$ cat src/rtl/core/tcac_pkg.sv
// Shared types and constants for the tree cell acceptance classifier.
// No dependencies; every other file of the block imports this package.
package tcac_pkg;

   // Field widths fixed by the item formats
   localparam int COORD_BITS  = 32;
   localparam int DIFF_W      = COORD_BITS + 1;
   localparam int MAG_W       = COORD_BITS;
   localparam int SQ_W        = 2 * MAG_W;
   localparam int DR2_W       = SQ_W + 2;
   localparam int RADIUS_W    = 31;
   localparam int RB_W        = RADIUS_W + 1;
   localparam int RB2_W       = 2 * RB_W;
   localparam int RC2_W       = 2 * RADIUS_W;
   localparam int MASS_W      = 32;
   localparam int DAUGHTER_W  = 21;
   localparam int START_W     = 12;
   localparam int SUM_W       = 32;
   localparam int SLOT_W      = 12;
   localparam int ENTRY_W     = 13;
   localparam int CSR_DATA_W  = 32;
   localparam int CSR_INDEX_W = 3;

   // Decoupling queue between classifier and list unit
   localparam int QUEUE_DEPTH = 4;
   localparam int QPTR_W      = 2;

   typedef enum logic [1:0] {
      DEC_ACCEPT     = 2'd0,
      DEC_SPLIT_SRC  = 2'd1,
      DEC_SPLIT_SINK = 2'd2
   } decision_type;

   typedef enum logic [CSR_INDEX_W-1:0] {
      CSR_SINK_X         = 3'd0,
      CSR_SINK_Y         = 3'd1,
      CSR_SINK_Z         = 3'd2,
      CSR_SINK_EXTENT    = 3'd3,
      CSR_SINK_IS_BODY   = 3'd4,
      CSR_START_COUNT    = 3'd5,
      CSR_TRAVERSAL_MODE = 3'd6
   } csr_index_type;

   typedef struct packed {
      logic                         is_cell;
      logic [MASS_W-1:0]            source_mass;
      logic signed [COORD_BITS-1:0] source_x;
      logic signed [COORD_BITS-1:0] source_y;
      logic signed [COORD_BITS-1:0] source_z;
      logic [RADIUS_W-1:0]          source_rcrit;
      logic [DAUGHTER_W-1:0]        source_daughters;
      logic                         last;
   } req_item_type;

   typedef struct packed {
      decision_type       decision;
      logic               list_written;
      logic [SLOT_W-1:0]  list_slot;
      logic               overflow;
      logic               body_split_error;
      logic [SUM_W-1:0]   interaction_total;
      logic [ENTRY_W-1:0] entry_total;
   } rsp_item_type;

   typedef struct packed {
      logic signed [COORD_BITS-1:0] sink_x;
      logic signed [COORD_BITS-1:0] sink_y;
      logic signed [COORD_BITS-1:0] sink_z;
      logic [RADIUS_W-1:0]          sink_extent;
      logic                         sink_is_body;
      logic [START_W-1:0]           start_count;
      logic                         traversal_mode;
   } sink_cfg_type;

   // Classified word handed from the front to the list unit
   typedef struct packed {
      decision_type decision;
      logic         body_split_error;
      req_item_type src;
   } class_item_type;

endpackage

$ cat src/rtl/core/tcac_back.sv
// List unit: appends accepted sources, keeps the batch totals, registers the result.
// Depends on tcac_pkg; takes classified words from the decoupling queue.
module tcac_back #(
   parameter int LIST_DEPTH = 4096
) (
   input  logic                     clock,
   input  logic                     reset,
   input  tcac_pkg::sink_cfg_type   sink_cfg,
   input  logic                     pop_valid,
   output logic                     pop_ready,
   input  tcac_pkg::class_item_type pop_data,
   output logic                     rsp_valid,
   input  logic                     rsp_ready,
   output tcac_pkg::rsp_item_type   rsp_data
);
   import tcac_pkg::*;

   localparam int IDX_W  = $clog2(LIST_DEPTH);
   localparam int APP_W  = $clog2(LIST_DEPTH + 1);
   localparam int FILL_W = $clog2(LIST_DEPTH + (1 << START_W));
   localparam int POS_W  = 3 * COORD_BITS;

   // interaction list store, contents undefined until written
   logic [MASS_W-1:0]  mass_mem     [LIST_DEPTH];
   logic [POS_W-1:0]   position_mem [LIST_DEPTH];

   logic [APP_W-1:0]   appended_ff, appended_in;
   logic [SUM_W-1:0]   sum_ff, sum_in;
   logic               rsp_valid_ff, rsp_valid_in;
   rsp_item_type       rsp_data_ff, rsp_data_in;

   logic               fire;
   logic [FILL_W-1:0]  fill, fill_out;
   logic               full, accept, written;
   logic [SUM_W-1:0]   add_count, sum_new;

   assign pop_ready = !rsp_valid_ff || rsp_ready;
   assign fire      = pop_valid && pop_ready;
   assign rsp_valid = rsp_valid_ff;
   assign rsp_data  = rsp_data_ff;

   // evaluate the head word against the list fill level
   always_comb begin
      fill      = FILL_W'(sink_cfg.start_count) + FILL_W'(appended_ff);
      full      = fill >= FILL_W'(LIST_DEPTH);
      accept    = pop_data.decision == DEC_ACCEPT;
      written   = accept && !full;
      add_count = pop_data.src.is_cell ? SUM_W'(pop_data.src.source_daughters) : SUM_W'(1);
      sum_new   = accept ? sum_ff + add_count : sum_ff;
      fill_out  = written ? fill + FILL_W'(1) : fill;

      rsp_data_in.decision          = pop_data.decision;
      rsp_data_in.list_written      = written;
      rsp_data_in.list_slot         = written ? SLOT_W'(fill) : '0;
      rsp_data_in.overflow          = accept && full;
      rsp_data_in.body_split_error  = pop_data.body_split_error;
      rsp_data_in.interaction_total = sum_new;
      rsp_data_in.entry_total       = ENTRY_W'(fill_out);

      // clear batch counters after the last word
      appended_in  = appended_ff;
      sum_in       = sum_ff;
      rsp_valid_in = rsp_valid_ff;
      if (fire) begin
         rsp_valid_in = 1'b1;
         if (pop_data.src.last) begin
            appended_in = '0;
            sum_in      = '0;
         end else begin
            appended_in = appended_ff + APP_W'(written);
            sum_in      = sum_new;
         end
      end else if (rsp_ready) begin
         rsp_valid_in = 1'b0;
      end
   end

   always_ff @(posedge clock) begin
      if (reset) begin
         appended_ff  <= '0;
         sum_ff       <= '0;
         rsp_valid_ff <= 1'b0;
      end else begin
         appended_ff  <= appended_in;
         sum_ff       <= sum_in;
         rsp_valid_ff <= rsp_valid_in;
      end
   end

   always_ff @(posedge clock) begin
      if (fire) begin
         rsp_data_ff <= rsp_data_in;
      end
   end

   // append the accepted source to the list
   always_ff @(posedge clock) begin
      if (fire && written) begin
         mass_mem[fill[IDX_W-1:0]]     <= pop_data.src.source_mass;
         position_mem[fill[IDX_W-1:0]] <= {pop_data.src.source_z, pop_data.src.source_y,
                                           pop_data.src.source_x};
      end
   end

endmodule

$ cat config.mk
export PLATFORM = sky130hd
export DESIGN_NAME = tcac_back
export DESIGN_NICKNAME = d
export VERILOG_FILES = /design/src/rtl/core/tcac_pkg.sv /design/src/rtl/core/tcac_back.sv
export SDC_FILE = /design/constraint.sdc
export NUM_CORES = 1
export LEC_CHECK = 0
export BUFFER_PORTS_ARGS = -buffer_cell sky130_fd_sc_hd__buf_4
export CAP_MARGIN = 20
export CORE_AREA = 4 4 153 155
export CTS_CLUSTER_DIAMETER = 50
export CTS_CLUSTER_SIZE = 25
export DETAILED_ROUTE_END_ITERATION = 8
export DIE_AREA = 0 0 157 159
export PLACE_DENSITY = 0.62
export SYNTH_ARGS = -nofsm -noshare
export SYNTH_HDL_FRONTEND = slang
export SYNTH_SLANG_ARGS = --single-unit
$ cat constraint.sdc
create_clock -name clock -period 3.8 [get_ports clock]
set_input_delay 0.76 -clock clock [delete_from_list [all_inputs] [get_ports clock]]
set_output_delay 0.76 -clock clock [all_outputs]
set_load 0.05 [all_outputs]
# Word-level counts from Yosys, hierarchy flattened

Index checks and enable logic that the tools add are counted.

Add/sub/neg operators: 4
Order comparisons: 1
Muxes and demuxes: 7
Reductions and logical operators: 8

Operators by type and width:

| kind                    | number |
|---|---|
| $mux W32                | 2 |
| $add A32 B21 Y32        | 1 |
| $mux W13                | 2 |
| $mux W21                | 1 |
| $add A12 B13 Y13        | 1 |
| $add A13 B1 Y13         | 1 |
| $add A13 B1 Y13 const B | 1 |
| $ge A13 B13 Y1 const B  | 1 |
| $logic_and A1 B1 Y1     | 3 |
| $logic_not A1 Y1        | 2 |
| $logic_not A2 Y1        | 1 |
| $mux W1                 | 2 |
| $reduce_bool A2 Y1      | 1 |
| $logic_or A1 B1 Y1      | 1 |

Bits in registers: 108
Input port bits: 330
Output and inout bits: 64
Logic and storage cells: 30

# Logic depth before layout (Yosys ltp)

Word-level depth: 6
Depth in mapped cells: 13

# Worst setup path after synthesis

OpenSTA, ideal clock, no wires.

Path type: input-to-reg
Start point: in rsp_ready
End point: reg sum_ff[11]
Setup time: 60 ps
Arrival time: 4005 ps
Required time: 3740 ps
Path slack: -265 ps
Stages on the path: 8
Path buffers: 1
Cell sequence: nor2b_1 inv_1 nand2_1 clkinv_1 o21ai_0 and2_1 clkbuf_1 a22o_1

Cells in the longest elaborated chain, start to end: 2

Ends and longest elaborated chain:

| element                | RTL line        | source |
|---|---|---|
| start: declaration     | tcac_back.sv:13 | `input logic rsp_ready,` |
| $logic_or A1 B1 Y1     | tcac_back.sv:37 | `assign pop_ready = !rsp_valid_ff \|\| rsp_ready;` |
| named net pop_ready    | tcac_back.sv:10 | `output logic pop_ready,` |
| $logic_and A1 B1 Y1    | tcac_back.sv:38 | `assign fire = pop_valid && pop_ready;` |
| named net fire         | tcac_back.sv:32 | `logic fire;` |
| end signal: assignment | tcac_back.sv:85 | `sum_ff <= sum_in;` |
| end: declaration       | tcac_back.sv:28 | `logic [SUM_W-1:0] sum_ff, sum_in;` |

The timed path passes the listed nets, and every way through them passes these cells.
A chain may end at the register's enable or synchronous reset.

==> metrics.cfg <==
[clock_tree]
post_cts_buffers = 0
ctsHoldBuffers = 0
cts_root_buf = clkbuf_16
cts.sinks = 108
tritoncts = yes
clk_path_buf_depth = 2
clk_latency_ns = 0.36
htreeDepth = 3
clkTransAtPathRegs_ns = 0.08
cts_made_buffers = 9
cts_resized = 0

[synth]
yosysUniqueCellTypes = 65
synthXorXnorAreaFrac_pct = 7.03
syn_area_sq_um = 6480
synth-simple-area-share_pct = 20.2
synthMuxAreaShare_pct = 1.70
syn_area_per_cell_sq_um = 9.51
synth.most_common_cell = nand2_1
synth_edf_count = 62
netlist_top_cells_area = edfxtp_1 29%, dfxtp_1 14%, ha_1 7.1%
synth_warnings = 0
synth-async-reset-ratio_pct = 0
synth-compound-area-share_pct = 17.7
synthTopCellsByCount = 76 x nand2_1, 62 x edfxtp_1, 62 x nor2_1, 46 x dfxtp_1, 38 x a21oi_1
synthFlopType = edfxtp_1
synth_nets = 1050
synth_top_family_by_area = simple AND/OR/NAND/NOR gates
synth_fa_ha_area_share_pct = 7.77
ys_seq_area_share_pct = 43.0
netlist_instances = 681
synth_top_area_cell = edfxtp_1
synth-seq-cells = 108
synth_top_area_share_pct = 28.7

[worst_hold_path]
min_to = appended_ff[0]
hold_class = flop to flop
whs_path_depth = 2
worstHoldStart = appended_ff[0]

[setup_path]
worstSetupPathType = input port to flop
crit_family = adder cells
critPathBufInv = 2
cp-end-kind = flop
crit_chain = buf_4 > ha_1 > fa_1 > a211oi_1 > nor2_1 > a21oi_1 > a211o_1 > nand4_1 > inv_1 > ha_1 > ha_1 > nand2_1 > or3_1 > a21oi_1
worst_path_max_delay_cell = fa_1
r2r_setup_slack_ns = 0.65
reg2reg_to = appended_ff[12]
worstPathArrival_ns = 3.62
timing.rr.start = appended_ff[0]
worstPathRequired_ns = 4.09
worst_path_most_repeated_cell = ha_1
path_max_fanout = 4
critPathLaunchType = input port
cpPeakStageDelay_ns = 0.43
ff2ff_path_depth = 13

[sta]
finalHoldViolCount = 0
setup_viol = 0
finalCriticalPeriod_ns = 3.33
fin_crit_sh_pct = 87.7
rsz0062_at_grt = no
whs_ns = 0.496
slew_viol_final = 0
clock_skew_ns = 0.0126
worst_pin_slew_ns = 0.784
fmax_ghz = 0.300
max_slew_margin_pct = 47.5
setup_tns_ns = 0

[layout]
nets = 1157
layout.cells.non_filler = 1073
drive_gt1_share_pct = 20.4
n_antenna_cell = 0
area_growth_pct = 22.7

[grt]
grt.overflow.total = 0
grt_usage_pct = 13.5
grt_pass1_wl_microns = 26900
antenna_found_initial = 0
grt_pass1_vias = 5096
grt_max_degree = 36

[place]
dp_hpwl_microns = 12800
gp_congestion = 0.854
dpl.cell_count = 1057
portBuffers = 105

[routing]
avgViaCountPerCell = 5.01
drcViolationCount = 0
drtPass1Iterations = 5
dr_total_vias = 5376
ant_nets = 0
wl_per_cell_microns = 16.0
drt_iter0_markers = 276
drt_wl_total_microns = 17100

[floorplanning]
top_level_ports = 394
die_h_microns = 159
design.core.area_sq_um = 21800
rows = 54
dieWidth_microns = 157
start_util_pct = 29.7
die-area_sq_um = 25000

[flow_run]
cap_violations = 0

[power_and_ir_drop]
power.leakage_nw = 3.36
power_density_nw_per_um2 = 351
peakVddDrop_v = 0.000174

[status]
status = complete, no violations

sequential cells by signal, summed over array words and instances, names as in the netlist:
signal	cells
appended_ff	13
sum_ff	32
rsp_valid	1
rsp_data	62
cell type report:
type / instances / area, sq um
repair buffers: 120 / 901
inverters: 16 / 61.3
flip-flops and latches: 108 / 2780
clock inverters: 5 / 61.3
clock buffers: 11 / 264
well taps: 280 / 350
multi-input cells: 533 / 3530
fillers: 2228 / 13900
cell usage in the layout, fill, tap and decap left out, types with 8 or more instances in the layout:
master,count
and3_1,11
nand3_1,18
o21ai_0,31
nand4_1,18
inv_1,14
edfxtp_1,62
and2_1,25
xor2_1,29
xnor2_1,23
dfxtp_1,46
mux2_2,8
a21oi_1,38
clkbuf_16,10
nor2_1,62
nand2_1,76
a22oi_1,10
a21o_1,19
nor2b_1,11
buf_4,120
or3_1,13
nor3_1,12
ha_1,37
routing by layer:
metal  wire length [microns]  track usage, %
met2                    7230            19.9
met4                     201            3.47
met5                       0               0
met3                     911            2.69
met1                    8800            20.1
cell families (layout without fill, tap and decap cells):
family / count (synthesis) / count (layout)
muxes: 10 / 10
buffers and inverters: 40 / 152
AOI/OAI and AO/OA: 168 / 168
DFF: 108 / 108
adders and majority gates: 39 / 39
xor gates and xnor gates: 52 / 52
and+or+nand+nor: 264 / 264
tightest hold or removal path: stages, from the launching register on:
cell and delay [ns]:
dfxtp_1 0.34, nand2_1 0.06, a21oi_1 0.05
power breakdown:
| part | switching, W | internal (W) |
|---|---|---|
| clock | 0.000469 | 0.000577 |
| sequential | 0.0000148 | 0.00128 |
| combinational | 0.000306 | 0.000143 |
worst max path at each step:
stage | depth (start not counted) | end | slack [ns] | start
2_1_floorplan | 13 | appended_ff[12] | 0.23 | sink_cfg[1]
3_3_place_gp | 14 | appended_ff[12] | 0.13 | sink_cfg[1]
3_5_place_dp | 14 | appended_ff[12] | 0.10 | sink_cfg[1]
4_1_cts | 14 | appended_ff[12] | 0.44 | sink_cfg[1]
5_1_grt | 14 | appended_ff[12] | 0.17 | sink_cfg[1]
6_report | 14 | appended_ff[12] | 0.47 | sink_cfg[1]
per-stage QoR:
stage | power (W) | utilization [%] | setup WS (ns) | cell area (sq um)
after floorplan | 0.00162 | - | 0.226 | 6480
after global placement | 0.00178 | 34.9 | 0.128 | 7620
after detailed placement | 0.00178 | 34.9 | 0.101 | 7620
after CTS | 0.00283 | 36.4 | 0.441 | 7950
after global routing | 0.00290 | 36.4 | 0.171 | 7950
final | 0.00279 | 36.4 | 0.467 | 7950
No activity file was read; power rests on OpenSTA's default activity.
