--- src/rtl/core/tcac_pkg.sv ---
// Shared types and constants for the tree cell acceptance classifier.
// No dependencies; every other file of the block imports this package.
package tcac_pkg;

   // Field widths fixed by the item formats
   localparam int COORD_BITS  = 32;
   localparam int DIFF_W      = COORD_BITS + 1;
   localparam int MAG_W       = COORD_BITS;
   localparam int SQ_W        = 2 * MAG_W;
   localparam int DR2_W       = SQ_W + 2;
   localparam int RADIUS_W    = 31;
   localparam int RB_W        = RADIUS_W + 1;
   localparam int RB2_W       = 2 * RB_W;
   localparam int RC2_W       = 2 * RADIUS_W;
   localparam int MASS_W      = 32;
   localparam int DAUGHTER_W  = 21;
   localparam int START_W     = 12;
   localparam int SUM_W       = 32;
   localparam int SLOT_W      = 12;
   localparam int ENTRY_W     = 13;
   localparam int CSR_DATA_W  = 32;
   localparam int CSR_INDEX_W = 3;

   // Decoupling queue between classifier and list unit
   localparam int QUEUE_DEPTH = 4;
   localparam int QPTR_W      = 2;

   typedef enum logic [1:0] {
      DEC_ACCEPT     = 2'd0,
      DEC_SPLIT_SRC  = 2'd1,
      DEC_SPLIT_SINK = 2'd2
   } decision_type;

   typedef enum logic [CSR_INDEX_W-1:0] {
      CSR_SINK_X         = 3'd0,
      CSR_SINK_Y         = 3'd1,
      CSR_SINK_Z         = 3'd2,
      CSR_SINK_EXTENT    = 3'd3,
      CSR_SINK_IS_BODY   = 3'd4,
      CSR_START_COUNT    = 3'd5,
      CSR_TRAVERSAL_MODE = 3'd6
   } csr_index_type;

   typedef struct packed {
      logic                         is_cell;
      logic [MASS_W-1:0]            source_mass;
      logic signed [COORD_BITS-1:0] source_x;
      logic signed [COORD_BITS-1:0] source_y;
      logic signed [COORD_BITS-1:0] source_z;
      logic [RADIUS_W-1:0]          source_rcrit;
      logic [DAUGHTER_W-1:0]        source_daughters;
      logic                         last;
   } req_item_type;

   typedef struct packed {
      decision_type       decision;
      logic               list_written;
      logic [SLOT_W-1:0]  list_slot;
      logic               overflow;
      logic               body_split_error;
      logic [SUM_W-1:0]   interaction_total;
      logic [ENTRY_W-1:0] entry_total;
   } rsp_item_type;

   typedef struct packed {
      logic signed [COORD_BITS-1:0] sink_x;
      logic signed [COORD_BITS-1:0] sink_y;
      logic signed [COORD_BITS-1:0] sink_z;
      logic [RADIUS_W-1:0]          sink_extent;
      logic                         sink_is_body;
      logic [START_W-1:0]           start_count;
      logic                         traversal_mode;
   } sink_cfg_type;

   // Classified word handed from the front to the list unit
   typedef struct packed {
      decision_type decision;
      logic         body_split_error;
      req_item_type src;
   } class_item_type;

endpackage

--- src/rtl/core/tcac_queue.sv ---
// Short first-word-fall-through queue between classifier and list unit.
// Depends on tcac_pkg for the classified word type and depth.
module tcac_queue (
   input  logic                     clock,
   input  logic                     reset,
   input  logic                     push_valid,
   output logic                     push_ready,
   input  tcac_pkg::class_item_type push_data,
   output logic                     pop_valid,
   input  logic                     pop_ready,
   output tcac_pkg::class_item_type pop_data
);
   import tcac_pkg::*;

   class_item_type      slots_ff [QUEUE_DEPTH];
   logic [QPTR_W-1:0]   wr_ptr_ff, wr_ptr_in;
   logic [QPTR_W-1:0]   rd_ptr_ff, rd_ptr_in;
   logic [QPTR_W:0]     count_ff, count_in;
   logic                do_push, do_pop;

   assign push_ready = count_ff != (QPTR_W + 1)'(QUEUE_DEPTH);
   assign pop_valid  = count_ff != '0;
   assign pop_data   = slots_ff[rd_ptr_ff];
   assign do_push    = push_valid && push_ready;
   assign do_pop     = pop_valid && pop_ready;

   // advance pointers and occupancy
   always_comb begin
      wr_ptr_in = do_push ? wr_ptr_ff + QPTR_W'(1) : wr_ptr_ff;
      rd_ptr_in = do_pop  ? rd_ptr_ff + QPTR_W'(1) : rd_ptr_ff;
      count_in  = count_ff;
      if (do_push && !do_pop) begin
         count_in = count_ff + (QPTR_W + 1)'(1);
      end else if (do_pop && !do_push) begin
         count_in = count_ff - (QPTR_W + 1)'(1);
      end
   end

   always_ff @(posedge clock) begin
      if (reset) begin
         wr_ptr_ff <= '0;
         rd_ptr_ff <= '0;
         count_ff  <= '0;
      end else begin
         wr_ptr_ff <= wr_ptr_in;
         rd_ptr_ff <= rd_ptr_in;
         count_ff  <= count_in;
      end
   end

   always_ff @(posedge clock) begin
      if (do_push) begin
         slots_ff[wr_ptr_ff] <= push_data;
      end
   end

endmodule

--- config.mk ---
export PLATFORM = sky130hd
export DESIGN_NAME = tcac_queue
export DESIGN_NICKNAME = d
export VERILOG_FILES = /design/src/rtl/core/tcac_pkg.sv /design/src/rtl/core/tcac_queue.sv
export SDC_FILE = /design/constraint.sdc
export NUM_CORES = 1
export LEC_CHECK = 0
export BUFFER_PORTS_ARGS = -buffer_cell sky130_fd_sc_hd__buf_2
export CAP_MARGIN = 20
export CORE_MARGIN = 1.5
export CORE_UTILIZATION = 44
export CTS_CLUSTER_SIZE = 28
export DETAILED_ROUTE_END_ITERATION = 10
export PLACE_DENSITY = 0.61
export SLEW_MARGIN = 10
export SYNTH_ARGS = -nofsm -noshare
export SYNTH_HDL_FRONTEND = slang
export SYNTH_SLANG_ARGS = --single-unit
export TNS_END_PERCENT = 30
--- constraint.sdc ---
create_clock -name clock -period 7.8 [get_ports clock]
set_input_delay 1.56 -clock clock [delete_from_list [all_inputs] [get_ports clock]]
set_output_delay 1.56 -clock clock [all_outputs]
set_load 0.01 [all_outputs]
After elaboration in Yosys (flattened, before gate mapping)
Memories as Yosys holds them, arrays and structs flattened. A register that Yosys moved wholly into a read port is not among the register bits.
Cells that the tools add are included.

cells by class
  add/subtract/negate cells = 4
  multiply operators = 0
  divide/modulo/power cells = 0
  order comparisons = 0
  equal/unequal tests = 1
  shift operators = 0
  muxes and demuxes = 6
  bitwise gates (word level) = 0
  reduce and logical (&&, ||, !) cells = 8

operators by type and width
  operator             count
  $mux 3               2
  $add 2x1->2 const B  2
  $logic_and 1x1->1    4
  $mux 2               2
  $add 3x1->3 const B  1
  $ne 3x3->1 const B   1
  $reduce_bool 3->1    1
  $sub 3x1->3 const B  1
  $logic_not 1->1      2
  $mux 1               2
  $reduce_bool 2->1    1

word-level totals
  flip-flop bits (word level) = 7
  bits in latches = 0
  bits in writable memories = 740
  memory bits (read-only) = 0
  input port bits = 189
  output and inout bits = 187
  logic and storage cells = 23
  memories kept = 1

memory list
  memory    words  width  read ports  clocked after Yosys merged registers in  wr ports  line              text
  slots_ff  4      185    1           1                                        1         tcac_queue.sv:15  class_item_type slots_ff [QUEUE_DEPTH];

Depth between registers and ports, before layout
Gate-level depths: netlist of the first run.

  word-level depth = 6
  mapped depth = 8
  mapped depth without buffers = 8

Least setup slack after synthesis of the first run
OpenSTA, ideal clock, no wires.

  kind = input to register
  start = input push_valid
  end = memory slots_ff[0][0] (netlist bit), enable pin
  library setup time = 568 ps
  data arrival time = 6087 ps
  data required time = 7232 ps
  path slack = 1145 ps
  stages on the path = 2
  cells stage by stage = a21boi_2 > and2_1

between the ends
  cells in the longest elaborated chain, start to end = 3

ends and longest elaborated chain
  what                          line              text
  start, declared               tcac_queue.sv:6   input logic push_valid,
  $logic_and 1x1->1             tcac_queue.sv:24  assign do_push = push_valid && push_ready;
  $mux 1                        tcac_queue.sv:52  if (do_push) begin
  $mux 1 (implied by the code)  tcac_queue.sv:53  slots_ff[wr_ptr_ff] <= push_data;
  end, declared                 tcac_queue.sv:15

Every way passes these cells.

==> impl_metrics.ini, run 1 <==
[yosys]
ys_async_sr_fraction_pct = 0
synth.avg_cell_area_um2 = 26.8
yosys.area.top_type = edfxtp_1
synth_most_common_cell = edfxtp_1
synth_edf_count = 740
synthFlopType = edfxtp_1
yosysUniqueCellTypes = 22
ys_warn_count = 0
syn_area_um2 = 27200
synth_top_area_share_pct = 81.8
synth.area.top_cells = edfxtp_1 82%, mux4_2 15%, buf_6 0.75%
yosys-top-cells-count = 740 x edfxtp_1, 185 x mux4_2, 20 x buf_2
ys_seq_area_share_pct = 82.4
syn-num-nets = 1210
synthesis.instances = 1015
synth.ff_latch_count = 749

[critical_path]
r2r-end = slots_ff[1][18]$_DFFE_PP_
endpoint_kind = output port
rr_worst_depth = 4
arrival_ns = 3.02
worstPathRequired_ns = 6.24
reg2reg_slack_ns = 4.77
start_kind = flop
reg2reg_from = count_ff[0]$_SDFFE_PP0P_
crit_fanout = 97
critPathKind = flop to output port

[floorplan]
start_util_pct = 44.8
core_area_um2 = 60700
io_pins = 376
die_h_um = 252
die-area_um2 = 63300
rows = 90
die_x_um = 252

[grt]
grt_start_max_net_pins = 118
grt_overflow_total = 0
grt_pass1_wl_mm = 79.9
grt_pass1_vias = 12800
track_usage_pct = 17.1
antenna_found_initial = 16

[clock_tree]
cts_tree = yes
clk_latency_ns = 0.61
clk_pin_slew_ns = 0.06
cts_num_sinks = 749
cts_root_buf = clkbuf_16
cts_hold_buf = 0
post_cts_resized = 0
cts_buffer_depth = 3
cts_setup_buffers = 0
cts_max_level = 3
numCtsBuffers = 78

[pwr]
p_leak_nw = 10.8
ir_drop_v = 0.000223
powerDensity_nw_per_um2 = 341

[sta]
setup_viol = 0
clock_skew_ns = 0.0183
fmax_mhz = 218
final_max_slew_viol_count = 0
slew_headroom_pct = 39.2
period_share_pct = 58.7
fin_crit_ns = 4.58
worst_pin_slew_ns = 0.913
final.setup.tns_ns = 0
rsz0062_at_grt = false
final_hold_viol_count = 0

[worst_hold_path]
worstHoldEndpoint = wr_ptr_ff[1]$_SDFFE_PP0P_
holdCritPathClass = flop to flop
whs_path_depth = 2
hold_start = wr_ptr_ff[1]$_SDFFE_PP0P_

[final_layout]
layout-drive-gt1-share_pct = 46.4
multi_input_area_um2 = 4450
fin_cells = 2290
area_growth_syn_to_layout_pct = 19.6
nFillCells = 4593
nNetsFinal = 1638
seqCellArea_um2 = 22400

[routing]
drt-initial-drc-count = 612
drc = 0
vias_per_cell = 5.26
route.vias.total = 12000
ant_nets = 0
first_pass_iters = 4
drt-total-wl_mm = 53.1
wire_per_inst_um = 23.2

[placement]
place_inst = 2145
io_buffers = 375
routabilityCongestion = 0.732
dp_hpwl_mm = 30.9

[run]
cap_violations = 0

[status]
status = completed
power by group:
group	internal (mW)	switching, mW	leakage, nW
combinational	1.11	1.25	2.69
clock	2.22	1.48	1.26
sequential	4.89	0.139	6.86
metrics by stage:
stage / utilization, % / instance area (µm²) / power (mW) / hold WS, ns / setup slack (ns)
2_1_floorplan: - / 27200 / 6.72 / 0.482 / 1.14
3_3_place_gp: 49.2 / 29900 / 7.53 / 0.496 / 3.57
3_5_place_dp: 49.3 / 29900 / 7.56 / 0.511 / 3.55
4_1_cts: 53.5 / 32500 / 11.3 / 0.532 / 3.03
5_1_grt: 53.5 / 32500 / 11.6 / 0.576 / 2.89
6_report: 53.5 / 32500 / 11.1 / 0.528 / 3.22
routing by layer:
metal / routed length (µm) / up-vias / track usage, %
li1: - / 5285 / -
met1: 21900 / 6317 / 22.4
met2: 25800 / 305 / 26.8
met3: 4180 / 104 / 6.05
met4: 1130 / 26 / 5.25
met5: 171 / - / 0
critical path, cell delays in order (launching register included):
cell	delay, ns
dfxtp_4	0.84
buf_12	0.67
mux4_2	0.60
buf_2	0.16
how the worst max path moves through the flow:
| stage | slack [ns] | end | start |
|---|---|---|---|
| global placement | 3.57 | slots_ff[1][173]$_DFFE_PP_ | push_valid |
| global route | 2.89 | pop_data[42] | flop |
| finish | 3.22 | pop_data[45] | flop |
| floorplan | 1.14 | slots_ff[0][0]$_DFFE_PP_ | push_valid |
| detailed placement | 3.55 | slots_ff[1][173]$_DFFE_PP_ | push_valid |
| CTS | 3.03 | pop_data[20] | flop |
cells by family after synthesis:
family / share of synthesized area [%]
AND/OR/NAND/NOR: 0.308
adder cells (fa/ha/maj): 0.304
buffers and inverters: 1.22
XOR/XNOR: 0.129
multiplexers: 15.4
flip-flops: 82.4
AO/OA/AOI/OAI: 0.138
placed cells by master, fill, tap and decap left out, drive strengths merged:
master and count:
inv 8, bufinv 10, a21oi 1, dfxtp 9
clkinv 32, or3 2, xor2 4, mux2i 2
o21ai 1, and2 4, buf 391, diode 3
clkinvlp 1, edfxtp 740, nand2b 2, o31ai 1
nor2 8, ha 5, fa 1, nand2 1
o311ai 1, mux4 185, mux2 1, clkbuf 94
a21boi 1
layout make-up:
type,count,share of cell area (%)
inverters,3,0.0347
multi-input cells,220,13.7
clock buffers,94,6.32
well taps,782,3.01
repair buffers,391,6.36
flip-flops and latches,749,69.0
clock inverters,48,1.58
diodes,3,0.0231
registers in the layout, indices dropped and copies added (netlist names), named ones only:
name and flops:
rd_ptr_ff 2, slots_ff 740, count_ff 3, wr_ptr_ff 2
No activity file was read; power rests on OpenSTA's default activity.
==> run 2: changes to the inputs <==
==> constraint.sdc (replaced) <==
create_clock -name clock -period 4.4 [get_ports clock]
set_input_delay 0.88 -clock clock [delete_from_list [all_inputs] [get_ports clock]]
set_output_delay 0.88 -clock clock [all_outputs]
set_load 0.01 [all_outputs]
==> run 2 against run 1 <==
  * Wire length increased by 1.1%
  * Global-route usage is 0.056 points higher
  * Combinational power rose by 81%
  * Hold slack lost 0.038 ns
  * Final area up 0.28%
  * Clock-buffer cell count grew 3
  * First-iteration DRC count rose by 18%
  * Die area is the same
==> impl_metrics.ini, run 2 (synthesis results as in run 1) <==
[status]
status = completed

[grt]
grt_pass1_vias = 13000
grt_start_max_net_pins = 71
antenna_found_initial = 13
grt_pass1_wl_mm = 80.3
track_usage_pct = 17.1
grt_overflow_total = 0

[pwr]
p_int_mw = 14.4
p_leak_nw = 10.8
p_comb_share_pct = 22.1
netSwitchingPower_mw = 5.04
p_seq_share_pct = 45.8
total_power_mw = 19.4
powerDensity_nw_per_um2 = 596
p_clk_share_pct = 32.1
switching_share_pct = 26.0
ir_drop_v = 0.000487

[routing]
wl_met2_mm = 26.8
drt-initial-drc-count = 725
route.vias.total = 12100
wl_met3_mm = 4.02
first_pass_iters = 4
wire_per_inst_um = 23.3
ant_nets = 0
drt-total-wl_mm = 53.7
met1_length_mm = 21.7
drc = 0
vias_per_cell = 5.26
top_layer = met5

[sta]
timing.hold.ws_ns = 0.489
clock_skew_ns = 0.0157
final.setup.tns_ns = 0
slew_headroom_pct = 47.6
worst_pin_slew_ns = 0.786
setup_viol = 0
fin_crit_ns = 3.37
period_share_pct = 76.5
rsz0062_at_grt = false
final_max_slew_viol_count = 0
final_hold_viol_count = 0
fmax_mhz = 297

[clock_tree]
cts_num_sinks = 749
cts_setup_buffers = 0
cts_max_level = 3
cts_root_buf = clkbuf_16
cts_tree = yes
cts_buffer_depth = 3
clk_pin_slew_ns = 0.06
post_cts_resized = 0
cts_hold_buf = 0
numCtsBuffers = 77
clk_latency_ns = 0.60

[placement]
routabilityCongestion = 0.722
io_buffers = 375
post_dp_cell_area_um2 = 30100
dp_hpwl_mm = 32.9
place_inst = 2159

[critical_path]
start_kind = flop
worstPathRequired_ns = 3.52
endpoint_kind = output port
crit_fanout = 57
critPathKind = flop to output port
arrival_ns = 2.49

[floorplan]
start_util_pct = 44.8
die_h_um = 252
io_pins = 376
die-area_um2 = 63300
die_x_um = 252
core_area_um2 = 60700
rows = 90

[final_layout]
area_growth_syn_to_layout_pct = 19.9
regMostFlops = slots_ff
reg_top3 = slots_ff: 740 flops, count_ff: 3 flops
largest_reg_flops = 740
nFillCells = 4646
final_cell_mix = 740 x edfxtp_1, 375 x buf_2, 185 x mux4_2
fin_cells = 2301
nNetsFinal = 1651
final_common_cell = edfxtp_1
layout-drive-gt1-share_pct = 46.3
final_area_um2 = 32600

[worst_hold_path]
holdCritPathClass = primary input to flop

[run]
cap_violations = 0
==> run 2: cell types whose count changed in the layout (fill, tap and decap cells not counted), sizes merged <==
cell	before	now
clkinv	32	30
diode	3	6
clkbuf	94	97
bufinv	10	7
inv	8	4
buf	391	405
==> run 2: worst paths after layout <==
kind | start | to | slack [ns] | cells past startpoint
max | flop | pop_data[33] | 1.03 | 3
max reg2reg | count_ff[0]$_SDFFE_PP0P_ | slots_ff[2][155]$_DFFE_PP_ | 1.99 | 4
min reg2reg | rd_ptr_ff[1]$_SDFFE_PP0P_ | rd_ptr_ff[1]$_SDFFE_PP0P_ | 0.54 | 2
min | push_data[12] | slots_ff[2][12]$_DFFE_PP_ | 0.49 | 1
==> run 2: power by group through the flow <==
stage	registers [mW]	logic (mW)	clock network, mW
final	8.90	4.29	6.23
after detailed placement	9.06	4.42	0
after CTS	8.91	4.44	6.41
after floorplan	9.03	2.87	0
after global routing	8.96	4.63	6.66
after global placement	9.02	4.42	0
==> run 2: layout make-up <==
| type | instances | area [µm²] | share of cell area (%) |
|---|---|---|---|
| Sequential cell | 749 | 22400 | 68.8 |
| Multi-Input combinational cell | 220 | 4450 | 13.6 |
| Timing Repair Buffer | 405 | 2290 | 7.03 |
| Clock buffer | 97 | 2030 | 6.24 |
| Tap cell | 782 | 978 | 3.00 |
| Clock inverter | 39 | 394 | 1.21 |
| Antenna cell | 6 | 15.0 | 0.0461 |
| Inverter | 3 | 11.3 | 0.0346 |
==> run 2: routing by layer <==
| layer | GRT usage [%] | up-vias |
|---|---|---|
| li1 | - | 5300 |
| met1 | 21.6 | 6392 |
| met2 | 28.1 | 315 |
| met3 | 5.77 | 87 |
| met4 | 5.22 | 16 |
| met5 | 0 | - |
==> run 2: worst max-delay path: stages (launching register included) <==
cell and delay [ns]:
dfxtp_4 0.60, buf_12 0.39, mux4_2 0.59, buf_2 0.16
==> run 2: through the flow <==
step                      util (%)  setup slack (ns)
final                         53.7              1.03
after global routing          53.7             0.837
after CTS                     53.6             0.940
after detailed placement      49.6              1.58
after global placement        49.6              1.58
after floorplan                  -             -1.57
==> run 3: changes to the inputs <==
--- a/config.mk
+++ b/config.mk
@@ -11,7 +11,7 @@
 export CORE_UTILIZATION = 44
 export CTS_CLUSTER_SIZE = 28
 export DETAILED_ROUTE_END_ITERATION = 10
-export PLACE_DENSITY = 0.61
+export PLACE_DENSITY = 0.63
 export SLEW_MARGIN = 10
 export SYNTH_ARGS = -nofsm -noshare
 export SYNTH_HDL_FRONTEND = slang
==> constraint.sdc (replaced) <==
create_clock -name clock -period 2.8 [get_ports clock]
set_input_delay 0.56 -clock clock [delete_from_list [all_inputs] [get_ports clock]]
set_output_delay 0.56 -clock clock [all_outputs]
set_load 0.01 [all_outputs]
==> run 3 against run 2 <==
  * Register-to-register slack worse by 1.5 ns
  * Largest power group unchanged
  * Critical path depth up 1
  * Critical endpoint is now pop_data[73]
  * Total power up 59%
  * Largest cell class unchanged
  * Sequential share of layout area down 0.97 points
  * Sequential cell count unchanged
  * Highest routed layer unchanged
==> impl_metrics.ini, run 3 (synthesis results as in run 1) <==
[final_layout]
final_cell_mix = 740 x edfxtp_1, 374 x buf_2, 185 x mux4_2
largest_reg_flops = 740
area_growth_syn_to_layout_pct = 21.6
regMostFlops = slots_ff
nNetsFinal = 1687
final_common_cell = edfxtp_1
reg_top3 = slots_ff: 740 flops, count_ff: 3 flops
layout-drive-gt1-share_pct = 47.9

[grt]
track_usage_pct = 16.9
antenna_found_initial = 10
grt_pass1_vias = 13100
grt_start_max_net_pins = 100
grt_overflow_total = 0
grt_pass1_wl_mm = 79.8

[worst_hold_path]
holdCritPathClass = primary input to flop
worstHoldEndpoint = slots_ff[0][157]$_DFFE_PP_
hold_start = push_data[157]
whs_path_depth = 1

[floorplan]
start_util_pct = 44.8
die_x_um = 252
die-area_um2 = 63300
rows = 90
core_area_um2 = 60700
die_h_um = 252
io_pins = 376

[pwr]
p_leak_nw = 11.1
p_seq_share_pct = 45.0
netSwitchingPower_mw = 8.09
p_int_mw = 22.7
ir_drop_v = 0.000693
powerDensity_nw_per_um2 = 933
switching_share_pct = 26.2
p_clk_share_pct = 31.0
p_comb_share_pct = 24.1

[sta]
fin_crit_ns = 2.70
worst_pin_slew_ns = 0.641
rsz0062_at_grt = true
final_hold_viol_count = 0
worst_slack_ns = 0.0991
fmax_mhz = 370
clock_skew_ns = 0.0194
period_share_pct = 96.5
slew_headroom_pct = 57.3
final_max_slew_viol_count = 0
setup_viol = 0
final.setup.tns_ns = 0

[critical_path]
rr_worst_depth = 8
endpoint_kind = output port
arrival_ns = 2.14
reg2reg_from = count_ff[0]$_SDFFE_PP0P_
worstPathRequired_ns = 2.24
r2r-end = count_ff[2]$_SDFFE_PP0P_
crit_fanout = 19
reg2reg_slack_ns = 0.53
start_kind = flop
critPathKind = flop to output port

[routing]
wire_per_inst_um = 22.9
drt-total-wl_mm = 53.5
route.vias.total = 12300
drt-initial-drc-count = 728
vias_per_cell = 5.26
ant_nets = 0
first_pass_iters = 4
drc = 0

[status]
status = completed

[placement]
pre_cts_slack_ns = 0.469
dp_hpwl_mm = 33.6
routabilityCongestion = 0.730
io_buffers = 375

[clock_tree]
clk_pin_slew_ns = 0.06
cts_tree = yes
cts_max_level = 3
cts_buffer_depth = 3
clk_latency_ns = 0.61
cts_root_buf = clkbuf_16
cts_hold_buf = 0
cts_num_sinks = 749
numCtsBuffers = 77

[run]
cap_violations = 0
-- run 3: final cells by class --
| class | count | area [µm²] |
|---|---|---|
| Fill cell | 4598 | 27700 |
| Sequential cell | 749 | 22400 |
| Multi-Input combinational cell | 220 | 4450 |
| Timing Repair Buffer | 441 | 2830 |
| Clock buffer | 90 | 2000 |
| Tap cell | 782 | 978 |
| Clock inverter | 47 | 369 |
| Inverter | 3 | 11.3 |
| Antenna cell | 2 | 5.00 |
-- run 3: worst max path at each step --
stage | to | slack, ns
6_report | pop_data[73] | 0.1
5_1_grt | pop_data[73] | -0.002
4_1_cts | pop_data[97] | 0.02
3_5_place_dp | count_ff[2]$_SDFFE_PP0P_ | 0.47
3_3_place_gp | count_ff[2]$_SDFFE_PP0P_ | 0.49
2_1_floorplan | slots_ff[0][0]$_DFFE_PP_ | -0.79
-- run 3: metal layers --
metal  vias up  track usage (%)  part of all wire (%)
met3        97             5.27                   7.3
met5         -                0                  0.22
met1      6452             21.9                    40
met2       334             27.5                    50
met4        16             5.51                   2.1
li1       5378                -                     -
-- run 3: what timing repair did --
item	in CTS	in global routing
endpoints found under the setup margin	153	5
setup buffers	1	8
gates cloned	0	0
gates resized for setup	0	4
-- run 3: worst max-delay path: stages, from the launching register on --
cell and delay [ns]:
dfxtp_4 0.41, buf_12 0.20, buf_16 0.21, mux4_2 0.55, buf_6 0.14
-- run 3: power groups by stage --
stage | clock (mW) | combinational, mW | sequential [mW]
floorplan | 0 | 4.52 | 14.1
global placement | 0 | 7.45 | 14.1
detailed placement | 0 | 7.46 | 14.1
CTS | 9.81 | 7.53 | 13.9
global route | 10.2 | 7.99 | 13.9
finish | 9.55 | 7.42 | 13.9
-- run 3: stage by stage --
step	total power, mW	instances	utilization [%]	hold WS, ns	cell area, µm²
floorplan	18.6	1015	-	0.482	27200
global placement	21.5	2186	50.4	0.503	30600
detailed placement	21.6	2186	50.4	0.521	30600
CTS	31.2	2324	54.3	0.113	32900
global route	32.2	2332	54.4	0.124	33000
finish	30.8	2334	54.4	0.158	33000
